<file path="config.mk">
export PLATFORM = sky130hd
export DESIGN_NAME = magic_length_frame_deframer_flat
export DESIGN_NICKNAME = d
export VERILOG_FILES = /design/src/mlfd_pkg.sv /design/src/mlfd_byte_if.sv /design/src/mlfd_res_if.sv /design/src/mlfd_cfg_if.sv /design/src/mlfd_cfg_regs.sv /design/src/mlfd_core.sv /design/src/magic_length_frame_deframer.sv /design/src/flat_wrapper.sv
export SDC_FILE = /design/constraint.sdc
export NUM_CORES = 1
export LEC_CHECK = 0
export BUFFER_PORTS_ARGS = -buffer_cell sky130_fd_sc_hd__buf_2
export CAP_MARGIN = 20
export CORE_ASPECT_RATIO = 0.75
export CORE_MARGIN = 10
export CORE_UTILIZATION = 54
export CTS_BUF_LIST = sky130_fd_sc_hd__clkbuf_4
export CTS_CLUSTER_SIZE = 20
export DETAILED_ROUTE_END_ITERATION = 8
export PLACE_DENSITY = 0.79
export SLEW_MARGIN = 20
export SYNTH_ARGS = -nofsm -noshare
export SYNTH_HDL_FRONTEND = slang
export SYNTH_SLANG_ARGS = --single-unit
</file>
<file path="constraint.sdc">
create_clock -name clk -period 5.2 [get_ports clk]
set_input_delay 0 -clock clk [delete_from_list [all_inputs] [get_ports clk]]
set_output_delay 0 -clock clk [all_outputs]
set_load 0.01 [all_outputs]
</file>
<file path="src/mlfd_pkg.sv">
// ----------------------------------------------------------------------------
// mlfd_pkg
// Shared types and constants of the length prefixed frame deframer.
// ----------------------------------------------------------------------------
package mlfd_pkg;

  localparam int MAX_ID_BYTES_DEF = 8;
  localparam int ID_LEN_W         = 4;
  localparam int ID_BYTES_W       = 64;
  localparam int LEN_BYTES        = 2;
  localparam int LEN_W            = 16;
  localparam int CFG_IDX_W        = 2;

  typedef enum logic [1:0] {
    KIND_PAYLOAD = 2'd0,
    KIND_EMPTY   = 2'd1,
    KIND_BAD_ID  = 2'd2,
    KIND_BAD_LEN = 2'd3
  } kind_t;

  typedef enum logic [CFG_IDX_W-1:0] {
    REG_ID_LENGTH  = 2'd0,
    REG_ID_BYTES   = 2'd1,
    REG_BIG_ENDIAN = 2'd2
  } cfg_reg_t;

  typedef struct packed {
    logic [ID_LEN_W-1:0]   id_length;
    logic [ID_BYTES_W-1:0] id_bytes;
    logic                  big_endian;
  } cfg_t;

endpackage

</file>
<file path="src/mlfd_byte_if.sv">
// ----------------------------------------------------------------------------
// mlfd_byte_if
// Input byte channel of the deframer.
// ----------------------------------------------------------------------------
interface mlfd_byte_if;
  logic       valid;
  logic       ready;
  logic [7:0] in_byte;

  modport source (output valid, output in_byte, input ready);
  modport sink (input valid, input in_byte, output ready);
endinterface

</file>
<file path="src/mlfd_res_if.sv">
// ----------------------------------------------------------------------------
// mlfd_res_if
// Result channel of the deframer: payload bytes, empty messages and errors.
// ----------------------------------------------------------------------------
interface mlfd_res_if;
  import mlfd_pkg::*;
  logic       valid;
  logic       ready;
  logic [7:0] out_byte;
  logic [1:0] out_kind;
  logic       last;

  modport source (output valid, output out_byte, output out_kind, output last, input ready);
  modport sink (input valid, input out_byte, input out_kind, input last, output ready);
endinterface

</file>
<file path="src/mlfd_cfg_if.sv">
// ----------------------------------------------------------------------------
// mlfd_cfg_if
// Register write channel of the deframer.
// ----------------------------------------------------------------------------
interface mlfd_cfg_if;
  import mlfd_pkg::*;
  logic                  valid;
  logic                  ready;
  logic [CFG_IDX_W-1:0]  index;
  logic [ID_BYTES_W-1:0] data;

  modport source (output valid, output index, output data, input ready);
  modport sink (input valid, input index, input data, output ready);
endinterface

</file>
<file path="src/mlfd_cfg_regs.sv">
// ----------------------------------------------------------------------------
// mlfd_cfg_regs
// Configuration register file, written through the register channel.
// ----------------------------------------------------------------------------
module mlfd_cfg_regs
  import mlfd_pkg::*;
(
  input  logic       clk,
  input  logic       rst,
  mlfd_cfg_if.sink   cfg,
  output cfg_t       regs
);

  assign cfg.ready = 1'b1;

  always_ff @(posedge clk) begin
    if (rst) begin
      regs <= '0;
    end else if (cfg.valid && cfg.ready) begin
      case (cfg_reg_t'(cfg.index))
        REG_ID_LENGTH:  regs.id_length  <= cfg.data[ID_LEN_W-1:0];
        REG_ID_BYTES:   regs.id_bytes   <= cfg.data;
        REG_BIG_ENDIAN: regs.big_endian <= cfg.data[0];
        default: ;
      endcase
    end
  end

endmodule

</file>
<file path="src/mlfd_core.sv">
// ----------------------------------------------------------------------------
// mlfd_core
// Input register, header/payload tracking and result register.
// ----------------------------------------------------------------------------
module mlfd_core
  import mlfd_pkg::*;
#(
  parameter int MAX_ID_BYTES = MAX_ID_BYTES_DEF
) (
  input  logic       clk,
  input  logic       rst,
  input  cfg_t       regs,
  mlfd_byte_if.sink  stream,
  mlfd_res_if.source result
);

  typedef enum logic [1:0] {
    PH_HEADER  = 2'd0,
    PH_PAYLOAD = 2'd1,
    PH_HALT    = 2'd2
  } phase_t;

  localparam logic [ID_LEN_W-1:0] MaxIdl = ID_LEN_W'(MAX_ID_BYTES);

  phase_t              phase, phase_next;
  logic [ID_LEN_W-1:0] header_index, header_index_next;
  logic [7:0]          length_first_byte, length_first_byte_next;
  logic [LEN_W-1:0]    remaining_count, remaining_count_next;

  logic                in_valid;
  logic [7:0]          in_byte;
  logic                out_valid;
  logic [7:0]          out_byte;
  kind_t               out_kind;
  logic                out_last;

  logic                emit;
  logic [7:0]          res_byte;
  kind_t               res_kind;
  logic                res_last;
  logic [ID_LEN_W-1:0] idl;
  logic [7:0]          want;
  logic [LEN_W-1:0]    total, hdr, rem_dec;
  logic                proceed;

  assign idl     = (regs.id_length > MaxIdl) ? MaxIdl : regs.id_length;
  assign want    = regs.id_bytes[{header_index[2:0], 3'b000} +: 8];
  assign hdr     = LEN_W'(idl) + LEN_W'(LEN_BYTES);
  assign total   = regs.big_endian ? {length_first_byte, in_byte} : {in_byte, length_first_byte};
  assign rem_dec = remaining_count - LEN_W'(1);

  always_comb begin
    phase_next             = phase;
    header_index_next      = header_index;
    length_first_byte_next = length_first_byte;
    remaining_count_next   = remaining_count;
    emit                   = 1'b0;
    res_byte               = '0;
    res_kind               = KIND_PAYLOAD;
    res_last               = 1'b0;
    case (phase)
      PH_PAYLOAD: begin
        remaining_count_next = rem_dec;
        emit                 = 1'b1;
        res_byte             = in_byte;
        if (rem_dec == '0) begin
          phase_next        = PH_HEADER;
          header_index_next = '0;
          res_last          = 1'b1;
        end
      end
      PH_HEADER: begin
        if (header_index < idl) begin
          if (in_byte != want) begin
            phase_next = PH_HALT;
            emit       = 1'b1;
            res_kind   = KIND_BAD_ID;
          end else begin
            header_index_next = header_index + ID_LEN_W'(1);
          end
        end else if (header_index == idl) begin
          length_first_byte_next = in_byte;
          header_index_next      = header_index + ID_LEN_W'(1);
        end else begin
          header_index_next = '0;
          if (total < hdr) begin
            phase_next = PH_HALT;
            emit       = 1'b1;
            res_kind   = KIND_BAD_LEN;
          end else if (total == hdr) begin
            emit     = 1'b1;
            res_kind = KIND_EMPTY;
            res_last = 1'b1;
          end else begin
            remaining_count_next = total - hdr;
            phase_next           = PH_PAYLOAD;
          end
        end
      end
      default: ;
    endcase
  end

  assign proceed      = in_valid && (!emit || !out_valid || result.ready);
  assign stream.ready = !in_valid || proceed;

  always_ff @(posedge clk) begin
    if (rst) begin
      in_valid          <= 1'b0;
      out_valid         <= 1'b0;
      phase             <= PH_HEADER;
      header_index      <= '0;
      length_first_byte <= '0;
      remaining_count   <= '0;
    end else begin
      if (stream.valid && stream.ready) begin
        in_valid <= 1'b1;
        in_byte  <= stream.in_byte;
      end else if (proceed) begin
        in_valid <= 1'b0;
      end
      if (proceed) begin
        phase             <= phase_next;
        header_index      <= header_index_next;
        length_first_byte <= length_first_byte_next;
        remaining_count   <= remaining_count_next;
      end
      if (proceed && emit) begin
        out_valid <= 1'b1;
        out_byte  <= res_byte;
        out_kind  <= res_kind;
        out_last  <= res_last;
      end else if (result.ready) begin
        out_valid <= 1'b0;
      end
    end
  end

  assign result.valid    = out_valid;
  assign result.out_byte = out_byte;
  assign result.out_kind = out_kind;
  assign result.last     = out_last;

  a_halt_silent: assert property (@(posedge clk) disable iff (rst)
    (phase == PH_HALT) |-> !(proceed && emit))
    else $error("halted deframer produced a result");

  a_bad_id_halts: assert property (@(posedge clk) disable iff (rst)
    (proceed && emit && res_kind == KIND_BAD_ID) |=> (phase == PH_HALT))
    else $error("bad protocol id did not halt");

  a_payload_count: assert property (@(posedge clk) disable iff (rst)
    (phase == PH_PAYLOAD) |-> (remaining_count != '0))
    else $error("payload phase with zero remaining count");

  a_error_fields: assert property (@(posedge clk) disable iff (rst)
    (out_valid && (out_kind == KIND_BAD_ID || out_kind == KIND_BAD_LEN))
      |-> (!out_last && out_byte == '0))
    else $error("error result with last or data set");

endmodule

</file>
<file path="src/magic_length_frame_deframer.sv">
// ----------------------------------------------------------------------------
// magic_length_frame_deframer
// Splits a byte stream into length prefixed frames with a protocol id check.
// ----------------------------------------------------------------------------
// Takes one stream byte per cycle with no gaps of its own while the result
// channel takes its results; each byte passes an input register, one step of
// header/payload tracking and a result register. Header bytes give a result
// only for an empty frame or an error: a bad id or a length below the header
// size gives one error result, then all bytes are dropped until reset.
module magic_length_frame_deframer
  import mlfd_pkg::*;
#(
  parameter int MAX_ID_BYTES = MAX_ID_BYTES_DEF
) (
  input  logic       clk,
  input  logic       rst,
  mlfd_cfg_if.sink   cfg,
  mlfd_byte_if.sink  stream,
  mlfd_res_if.source result
);

  cfg_t regs;

  mlfd_cfg_regs u_cfg_regs (
    .clk  (clk),
    .rst  (rst),
    .cfg  (cfg),
    .regs (regs)
  );

  mlfd_core #(
    .MAX_ID_BYTES (MAX_ID_BYTES)
  ) u_core (
    .clk    (clk),
    .rst    (rst),
    .regs   (regs),
    .stream (stream),
    .result (result)
  );

endmodule
</file>
<file path="src/flat_wrapper.sv">
// flat-port wrapper written by rule: the top's interface ports become plain ports
module magic_length_frame_deframer_flat import mlfd_pkg::*;
#(
  parameter int MAX_ID_BYTES = MAX_ID_BYTES_DEF
)
  (clk, rst, cfg_valid, cfg_index, cfg_data, cfg_ready, stream_valid, stream_in_byte, stream_ready, result_valid, result_out_byte, result_out_kind, result_last, result_ready);
  mlfd_cfg_if cfg_i ();
  mlfd_byte_if stream_i ();
  mlfd_res_if result_i ();
  input  logic clk;
  input  logic rst;
  input wire logic [$bits(cfg_i.valid)-1:0] cfg_valid;
  input wire logic [$bits(cfg_i.index)-1:0] cfg_index;
  input wire logic [$bits(cfg_i.data)-1:0] cfg_data;
  output wire logic [$bits(cfg_i.ready)-1:0] cfg_ready;
  input wire logic [$bits(stream_i.valid)-1:0] stream_valid;
  input wire logic [$bits(stream_i.in_byte)-1:0] stream_in_byte;
  output wire logic [$bits(stream_i.ready)-1:0] stream_ready;
  output wire logic [$bits(result_i.valid)-1:0] result_valid;
  output wire logic [$bits(result_i.out_byte)-1:0] result_out_byte;
  output wire logic [$bits(result_i.out_kind)-1:0] result_out_kind;
  output wire logic [$bits(result_i.last)-1:0] result_last;
  input wire logic [$bits(result_i.ready)-1:0] result_ready;
  assign cfg_i.valid = cfg_valid;
  assign cfg_i.index = cfg_index;
  assign cfg_i.data = cfg_data;
  assign cfg_ready = cfg_i.ready;
  assign stream_i.valid = stream_valid;
  assign stream_i.in_byte = stream_in_byte;
  assign stream_ready = stream_i.ready;
  assign result_valid = result_i.valid;
  assign result_out_byte = result_i.out_byte;
  assign result_out_kind = result_i.out_kind;
  assign result_last = result_i.last;
  assign result_i.ready = result_ready;
  magic_length_frame_deframer #(.MAX_ID_BYTES(MAX_ID_BYTES)) u_core (.clk(clk), .rst(rst), .cfg(cfg_i), .stream(stream_i), .result(result_i));
endmodule
</file>
======== Word level (Yosys, flattened, before mapping) ========
Cells that the tools add are included.
W data, S select, Z words.
storage, ports and cells
  input port bits ......................... 79
  bits in registers ....................... 120
operators by class
  bitwise operators ....................... 2
  multiplexer cells ....................... 39
  add/subtract/negate cells ............... 4
  $lt $le $gt $ge ......................... 3
  eq/ne operators ......................... 15
  reduce and logical (&&, ||, !) cells .... 24
  shift operators ......................... 1
operator list
  cell                     number
  $mux W16                 5
  $shiftx A64 B7 Y8        1
  $pmux W16 S2             1
  $mux W2                  10
  $mux W4                  5
  $eq A16 B5 Y1            1
  $logic_not A16 Y1        1
  $lt A16 B5 Y1            1
  $sub A16 B1 Y16 const B  1
  $sub A16 B5 Y16          1
  $mux W1                  14
  $reduce_and A6 Y1        2
  $ne A2 B2 Y1 const B     5
  $reduce_and A2 Y1        5
  $ne A3 B3 Y1 const B     3
  $ne A8 B8 Y1             1
  $pmux W4 S2              1
  $reduce_and A4 Y1        2
  $reduce_bool A2 Y1       3
  $add A4 B2 Y5 const B    1
  $add A4 B1 Y4 const B    1
  $eq A2 B1 Y1 const B     2
  $eq A4 B4 Y1             1
  $gt A4 B4 Y1 const B     1
  10 further kinds         19

======== Longest topological paths before layout ========
  depth in word-level cells ............... 16
  gate-level depth with buffers ........... 17

======== Modules after synthesis ========
A second synthesis with hierarchy kept.
unflattened totals
  cells, all modules ...................... 757
  area, all modules ....................... 7,299.5 um^2
by module, submodules not included
  module         cells each  area each (um^2)  sequential area each (um^2)  times used
  mlfd_core      459         4,165.2           1,211.2                      1
  mlfd_cfg_regs  298         3,134.3           1,381.3                      1

======== Worst setup path before layout ========
OpenSTA, ideal clock, no wires.
  path type ............................... reg2reg
  start point ............................. reg u_core.u_cfg_regs.regs[0] (netlist name)
  end point ............................... reg u_core.u_core.out_last, in the netlist u_core.u_core.result.last (enable)
  path buffers ............................ 4
  cell stages (with the launch flop) ...... 16
  setup time .............................. 0.408 ns
  slack ................................... 0.352 ns
  period minus slack after synthesis ...... 4.848 ns
  arrival time ............................ 4.440 ns
  cells stage by stage .................... dfxtp_1 buf_2 buf_1 clkbuf_1 mux2i_1 ha_1 inv_1 fa_1 a21o_1 a221o_1 buf_2 a2111oi_2 o211ai_1 nand2_1 nor2_1 nor4_1
between the ends
  longest elaborated chain between the ends .. 13
  elaborated cells between the ends (all ways) .. 14
  classes of those cells .................. 1 x order compare; 1 x eq/ne; 6 x mux; 6 x reduce/logical
RTL lines
  element                                                                RTL line          RTL
  $mux W16 *                                                             mlfd_core.sv:49   assign total = regs.big_endian ? {length_first_byte, in_byte} : {in_byte, length_first_byte};
  parallel branches: the longest is 2 deep, another holds $lt A16 B5 Y1  -
  $mux W1 *                                                              mlfd_core.sv:86   if (total < hdr) begin
  $mux W1 *                                                              mlfd_core.sv:81   end else if (header_index == idl) begin
  $mux W1 *                                                              mlfd_core.sv:73   if (header_index < idl) begin
  $pmux W1 S2 *                                                          mlfd_core.sv:61   case (phase)
  $logic_not A1 Y1                                                       mlfd_core.sv:104  assign proceed = in_valid && (!emit || !out_valid || result.ready);
  $logic_or A1 B1 Y1 (2 in series)                                       mlfd_core.sv:104
  $logic_and A1 B1 Y1                                                    mlfd_core.sv:104
  $logic_and A1 B1 Y1 *                                                  mlfd_core.sv:128  if (proceed && emit) begin
  $reduce_and A2 Y1 (no line) *                                          -
  to (signal assigned)                                                   mlfd_core.sv:132  out_last <= res_last;
  to (decl)                                                              mlfd_core.sv:35   logic out_last;
Every way passes the cells marked *.
A chain may end at the register's enable or synchronous reset.

======== Worst setup path in the final report ========
  start point ............................. reg u_core.u_cfg_regs.regs[0] (netlist name)
  end point ............................... reg u_core.u_core.in_valid
between the ends
  longest elaborated chain between the ends .. 14
  elaborated cells between the ends (all ways) .. 16
  classes of those cells .................. 1 x order compare; 1 x eq/ne; 7 x mux; 7 x reduce/logical
RTL lines
  element                                                                RTL line          RTL
  $mux W16 *                                                             mlfd_core.sv:49
  parallel branches: the longest is 2 deep, another holds $lt A16 B5 Y1  -
  $mux W1 *                                                              mlfd_core.sv:86
  $mux W1 *                                                              mlfd_core.sv:81
  $mux W1 *                                                              mlfd_core.sv:73
  $pmux W1 S2 *                                                          mlfd_core.sv:61
  $logic_not A1 Y1 *                                                     mlfd_core.sv:104
  $logic_or A1 B1 Y1 * (2 in series)                                     mlfd_core.sv:104
  $logic_and A1 B1 Y1 *                                                  mlfd_core.sv:104
  $logic_or A1 B1 Y1                                                     mlfd_core.sv:105  assign stream.ready = !in_valid || proceed;
  $logic_and A1 B1 Y1                                                    mlfd_core.sv:116  if (stream.valid && stream.ready) begin
  $mux W1 or $reduce_bool A2 Y1 (tied branches)                          -
  to (signal assigned)                                                   mlfd_core.sv:109  in_valid <= 1'b0;
  to (signal assigned)                                                   mlfd_core.sv:117  in_valid <= 1'b1;
  to (signal assigned)                                                   mlfd_core.sv:120  in_valid <= 1'b0;
  to (decl)                                                              mlfd_core.sv:30   logic in_valid;
Marked as above.

==> impl_results.html <==
<table>
<tr><th>Metric</th><th>Value</th></tr>
<tr><th colspan="2">STA</th></tr>
<tr><td>Final number of setup-violating endpoints</td><td>0</td></tr>
<tr><td>Count of endpoints failing hold in the final timing report</td><td>0</td></tr>
<tr><td>Worst-case clock skew</td><td>about 19 ps</td></tr>
<tr><td>RSZ-0062 raised after global routing</td><td>no</td></tr>
<tr><td>Period utilization</td><td>between 80% and 90%</td></tr>
<tr><td>Time the final worst path needs with I/O delays and setup</td><td>approximately 4600 ps</td></tr>
<tr><td>Achievable frequency</td><td>approximately 220 MHz</td></tr>
<tr><td>Max-slew violation total from the final report</td><td>0</td></tr>
<tr><td>Slew at the pin closest to its max-slew limit</td><td>1120 ps</td></tr>
<tr><td>TNS Setup</td><td>0 ps</td></tr>
<tr><td>Worst slew margin</td><td>between 20% and 30%</td></tr>
<tr><th colspan="2">Drt</th></tr>
<tr><td>Routed wire per std cell</td><td>roughly 19 um</td></tr>
<tr><td>DRC Markers</td><td>0</td></tr>
<tr><td>Number of detailed-route iterations in the first pass</td><td>5</td></tr>
<tr><td>Total vias in the final route</td><td>around 6400</td></tr>
<tr><td>Final Routed Wirelength</td><td>between 20000 and 25000 um</td></tr>
<tr><td>Ratio of routed vias to standard cells</td><td>~5.9</td></tr>
<tr><td>Starting DRT DRC Count</td><td>886</td></tr>
<tr><td>Number of nets with antenna violations after detailed routing</td><td>0</td></tr>
<tr><th colspan="2">Global route</th></tr>
<tr><td>All-layer global routing usage</td><td>a little under a quarter</td></tr>
<tr><td>Met3 demand-to-capacity share in global routing</td><td>7.15%</td></tr>
<tr><td>M2 GR Usage</td><td>roughly 37%</td></tr>
<tr><td>Overflow left after global routing</td><td>0</td></tr>
<tr><td>First-pass GRT wire length</td><td>about 33000 um</td></tr>
<tr><td>Via count of the first global-routing pass</td><td>approximately 6200</td></tr>
<tr><td>Maximum number of pins on one net before global-route repair</td><td>65</td></tr>
<tr><td>Met1 routing resource usage after global routing</td><td>between 30% and 40%</td></tr>
<tr><td>Number of antenna violations at the first check in global routing</td><td>0</td></tr>
<tr><td>Highest-utilization routing layer at the global route stage</td><td>met2</td></tr>
<tr><th colspan="2">Synthesis</th></tr>
<tr><td>Yosys top cell area share</td><td>31.0%</td></tr>
<tr><td>Commonest cells in the synthesized netlist</td><td>161 x sky130_fd_sc_hd__nand2_1, 101 x sky130_fd_sc_hd__dfxtp_1, 99 x sky130_fd_sc_hd__a21oi_1, 57 x sky130_fd_sc_hd__nor2_1, 36 x sky130_fd_sc_hd__clkbuf_1</td></tr>
<tr><td>Cell area after synthesis</td><td>between 0.006 and 0.007 mm2</td></tr>
<tr><td>Primary flip-flop cell chosen by synthesis mapping</td><td>sky130_fd_sc_hd__dfxtp_1</td></tr>
<tr><td>Post-synth ARST share</td><td>0%</td></tr>
<tr><td>Share of the yosys chip area belonging to registers</td><td>between 30% and 40%</td></tr>
<tr><td>Mean instance size in the synthesized netlist</td><td>8.43 um2</td></tr>
<tr><td>Cell count after synthesis</td><td>between 700 and 800</td></tr>
<tr><td>Post-synth EDFFs</td><td>19</td></tr>
<tr><td>Unique cell type count in the Yosys netlist</td><td>72</td></tr>
<tr><td>Largest cells by area after synthesis</td><td>sky130_fd_sc_hd__dfxtp_1 31%, sky130_fd_sc_hd__nand2_1 9.3%, sky130_fd_sc_hd__edfxtp_1 8.8%</td></tr>
<tr><td>#FFs+latches synth</td><td>120</td></tr>
<tr><td>Most frequent cell after synthesis</td><td>sky130_fd_sc_hd__nand2_1</td></tr>
<tr><td>Cell type with the largest total area after synthesis</td><td>sky130_fd_sc_hd__dfxtp_1</td></tr>
<tr><td>Count of warnings emitted by yosys</td><td>0</td></tr>
<tr><th colspan="2">Setup path</th></tr>
<tr><td>Slowest cell delay on critical path</td><td>between 1000 and 1500 ps</td></tr>
<tr><td>CP max FO</td><td>27</td></tr>
<tr><td>Worst Setup End Kind</td><td>flip-flop</td></tr>
<tr><td>Library cell contributing the largest single delay on the critical path</td><td>sky130_fd_sc_hd__dfxtp_1</td></tr>
<tr><td>Critical-path cell list</td><td>mux2i_1 -&gt; ha_1 -&gt; inv_1 -&gt; fa_1 -&gt; a21o_1 -&gt; a221o_1 -&gt; a2111oi_2 -&gt; o211ai_1 -&gt; nand2_1 -&gt; nor2_1 -&gt; or2_2 -&gt; o31ai_1 -&gt; dlygate4sd3_1</td></tr>
<tr><td>Arrival time worst endpoint</td><td>roughly 5000 ps</td></tr>
<tr><td>Type of element launching the critical path</td><td>flip-flop</td></tr>
<tr><td>Critical path data required time</td><td>~5700 ps</td></tr>
<tr><td>WS Path Type</td><td>reg2reg</td></tr>
<tr><th colspan="2">Layout</th></tr>
<tr><td>Cell area after layout</td><td>approximately 0.0081 mm2</td></tr>
<tr><td>Area growth from synthesis to layout</td><td>25.0%</td></tr>
<tr><td>Total number of nets in the final design</td><td>1010</td></tr>
<tr><td>Share of post-route cells with drive strength above 1</td><td>between 15 and 20%</td></tr>
<tr><td>Final cell utilization of the core</td><td>between 60% and 70%</td></tr>
<tr><td>Fill cell count</td><td>887</td></tr>
<tr><td>Count of antenna diodes in the layout</td><td>0</td></tr>
<tr><th colspan="2">Clocking</th></tr>
<tr><td>Clock buffers created by TritonCTS</td><td>17</td></tr>
<tr><td>Clock root cell</td><td>sky130_fd_sc_hd__clkbuf_4</td></tr>
<tr><td>Clock-pin slew reported for the worst setup and hold paths after clock tree synthesis</td><td>between 100 and 150 ps</td></tr>
<tr><td>Post-CTS setup buffer count</td><td>0</td></tr>
<tr><td>Post-CTS resize count</td><td>0</td></tr>
<tr><td>Number of buffers on the longest clock path</td><td>2</td></tr>
<tr><td>Clock network latency to the later pin of the worst-skew pair</td><td>about 530 ps</td></tr>
<tr><td># H-tree levels</td><td>4</td></tr>
<tr><td>CTS sink cnt</td><td>120</td></tr>
<tr><td>CTS tree</td><td>built</td></tr>
<tr><th colspan="2">Power</th></tr>
<tr><td>Peak supply drop</td><td>between 200 and 250 uV</td></tr>
<tr><td>Fraction of power spent switching nets</td><td>between 30% and 40%</td></tr>
<tr><td>Leak Pwr</td><td>3.16 nW</td></tr>
<tr><td>Total power divided by cell area</td><td>just over 300 mW/mm2</td></tr>
<tr><td>Sequential power share</td><td>roughly 42%</td></tr>
<tr><td>Clock network power share</td><td>30.7%</td></tr>
<tr><td>Combinational power share</td><td>a little over a quarter</td></tr>
<tr><td>Power Internal</td><td>1.67 mW</td></tr>
<tr><td>Switching power of the nets</td><td>between 0.8 and 0.9 mW</td></tr>
<tr><th colspan="2">Floorplan</th></tr>
<tr><td>Initial standard-cell utilization of the core</td><td>a little under three fifths</td></tr>
<tr><td>Rows</td><td>34</td></tr>
<tr><td>Die Footprint</td><td>between 0.015 and 0.02 mm2</td></tr>
<tr><td>Boundary pin count</td><td>93</td></tr>
<tr><td>Horizontal extent of the die</td><td>approximately 150 um</td></tr>
<tr><td>Die Ht</td><td>between 100 and 150 um</td></tr>
<tr><td>Total core area</td><td>0.0117 mm2</td></tr>
<tr><th colspan="2">Placement</th></tr>
<tr><td>Last weighted congestion value of the routability-driven placer</td><td>roughly 0.93</td></tr>
<tr><td>Half-perimeter wire length of the detailed placement result</td><td>between 10000 and 15000 um</td></tr>
<tr><td>Number of I/O port buffers</td><td>between 90 and 100</td></tr>
<tr><td>Placement Cell Area</td><td>~0.0070 mm2</td></tr>
<tr><th colspan="2">Outcome</th></tr>
<tr><td>Outcome</td><td>complete, no violations</td></tr>
<tr><th colspan="2">Run</th></tr>
<tr><td>Max-cap viol count</td><td>0</td></tr>
<tr><th colspan="2">Hold path</th></tr>
<tr><td>Tightest Hold Check Type</td><td>in2reg</td></tr>
</table>
-- layer usage --
metal / up-vias / wire length, um / share of wire (%)
met2: 331 / 9330 / 46
met5: - / 0 / 0
li1: 3014 / - / -
met3: 31 / 2000 / 9.8
met1: 3053 / 8800 / 43
met4: 0 / 359 / 1.8
-- area by class of cell --
class                   count  area (um2)  share of cell area (%)
multi-input cells         583        3630                    44.7
flip-flops and latches    120        2590                    31.8
repair buffers            179        1320                    16.2
well taps                 162         203                    2.49
clock inverters            14         196                    2.41
clock buffers              18         135                    1.66
inverters                  16        60.1                   0.738
-- worst paths after layout --
kind | from | endpoint | slack [ps] | cells after the start
worst max-delay path | u_core.u_cfg_regs.regs[0] | u_core.u_core.in_valid | 560 | 13
worst min-delay path | stream_in_byte[3] | u_core.u_core.in_byte[3] | 180 | 2
worst max register to register | u_core.u_cfg_regs.regs[0] | u_core.u_core.in_valid | 560 | 13
worst min register to register | u_core.u_cfg_regs.regs[22] | u_core.u_cfg_regs.regs[22] | 460 | 2
-- state kept, by name, summed over array words and instances, names as in the netlist --
signal	flops
u_core.u_cfg_regs.regs	69
u_core.u_core.header_index	4
u_core.u_core.in_byte	8
u_core.u_core.in_valid	1
u_core.u_core.length_first_byte	8
u_core.u_core.phase	2
u_core.u_core.remaining_count	16
u_core.u_core.result.last	1
u_core.u_core.result.out_byte	8
u_core.u_core.result.out_kind	2
u_core.u_core.result.valid	1
-- cell families (layout without fill, tap and decap cells) --
group / after synthesis / count (layout) / synth area share, %
multiplexers: 50 / 50 / 10.1
XOR/XNOR: 25 / 25 / 3.36
adder cells (fa/ha/maj): 14 / 14 / 2.80
AND/OR/NAND/NOR: 319 / 319 / 23.1
other: 1 / 2 / 0.0576
AO/OA/AOI/OAI: 173 / 173 / 16.2
flip-flops: 120 / 120 / 39.8
buffers and inverters: 71 / 227 / 4.57
-- per-stage QoR --
stage	setup slack [ps]	cells	hold WS [ps]	power, mW
after detailed placement	879	979	179	1.70
after global routing	269	1092	142	2.65
final	561	1092	176	2.53
after floorplan	352	774	98.9	1.53
after CTS	614	1092	146	2.51
after global placement	1070	979	177	1.68
-- power groups by stage --
| stage | Clock (mW) | Sequential [mW] | Combinational (mW) |
|---|---|---|---|
| floorplan | 0 | 1.04 | 0.491 |
| global placement | 0 | 1.08 | 0.596 |
| detailed placement | 0 | 1.09 | 0.612 |
| CTS | 0.779 | 1.07 | 0.663 |
| global route | 0.825 | 1.08 | 0.742 |
| finish | 0.778 | 1.07 | 0.683 |
-- repair_timing --
| action | in CTS | in global routing |
|---|---|---|
| setup endpoints to repair | 0 | 0 |
| endpoints found under the hold margin | 88 | 0 |
| hold buffers | 81 | 0 |
-- critical path, delay by kind of cell (launching register included) --
family | cells | cell delay (ps)
mux | 1 | 290
buf+inv | 2 | 620
compound gates | 5 | 1460
fa+ha+maj | 2 | 600
flops | 1 | 1080
simple gates | 3 | 510
-- cells in the final DEF, fill, tap and decap left out, types with 11 or more instances in the layout --
master                          netlist  routed
sky130_fd_sc_hd__clkbuf_4             0      18
sky130_fd_sc_hd__edfxtp_1            19      19
sky130_fd_sc_hd__inv_1               16      16
sky130_fd_sc_hd__nand2_1            161     161
sky130_fd_sc_hd__o21ai_0             19      19
sky130_fd_sc_hd__xor2_1              15      15
sky130_fd_sc_hd__a21oi_1             99      99
sky130_fd_sc_hd__dfxtp_1            101     101
sky130_fd_sc_hd__mux4_2              11      11
sky130_fd_sc_hd__dlygate4sd3_1        0      81
sky130_fd_sc_hd__ha_1                13      13
sky130_fd_sc_hd__nor3_1              15      15
sky130_fd_sc_hd__nor2_1              57      57
sky130_fd_sc_hd__buf_2                6      91
sky130_fd_sc_hd__mux2i_1             33      33
Note: power is estimated with default switching activity, not from simulation.
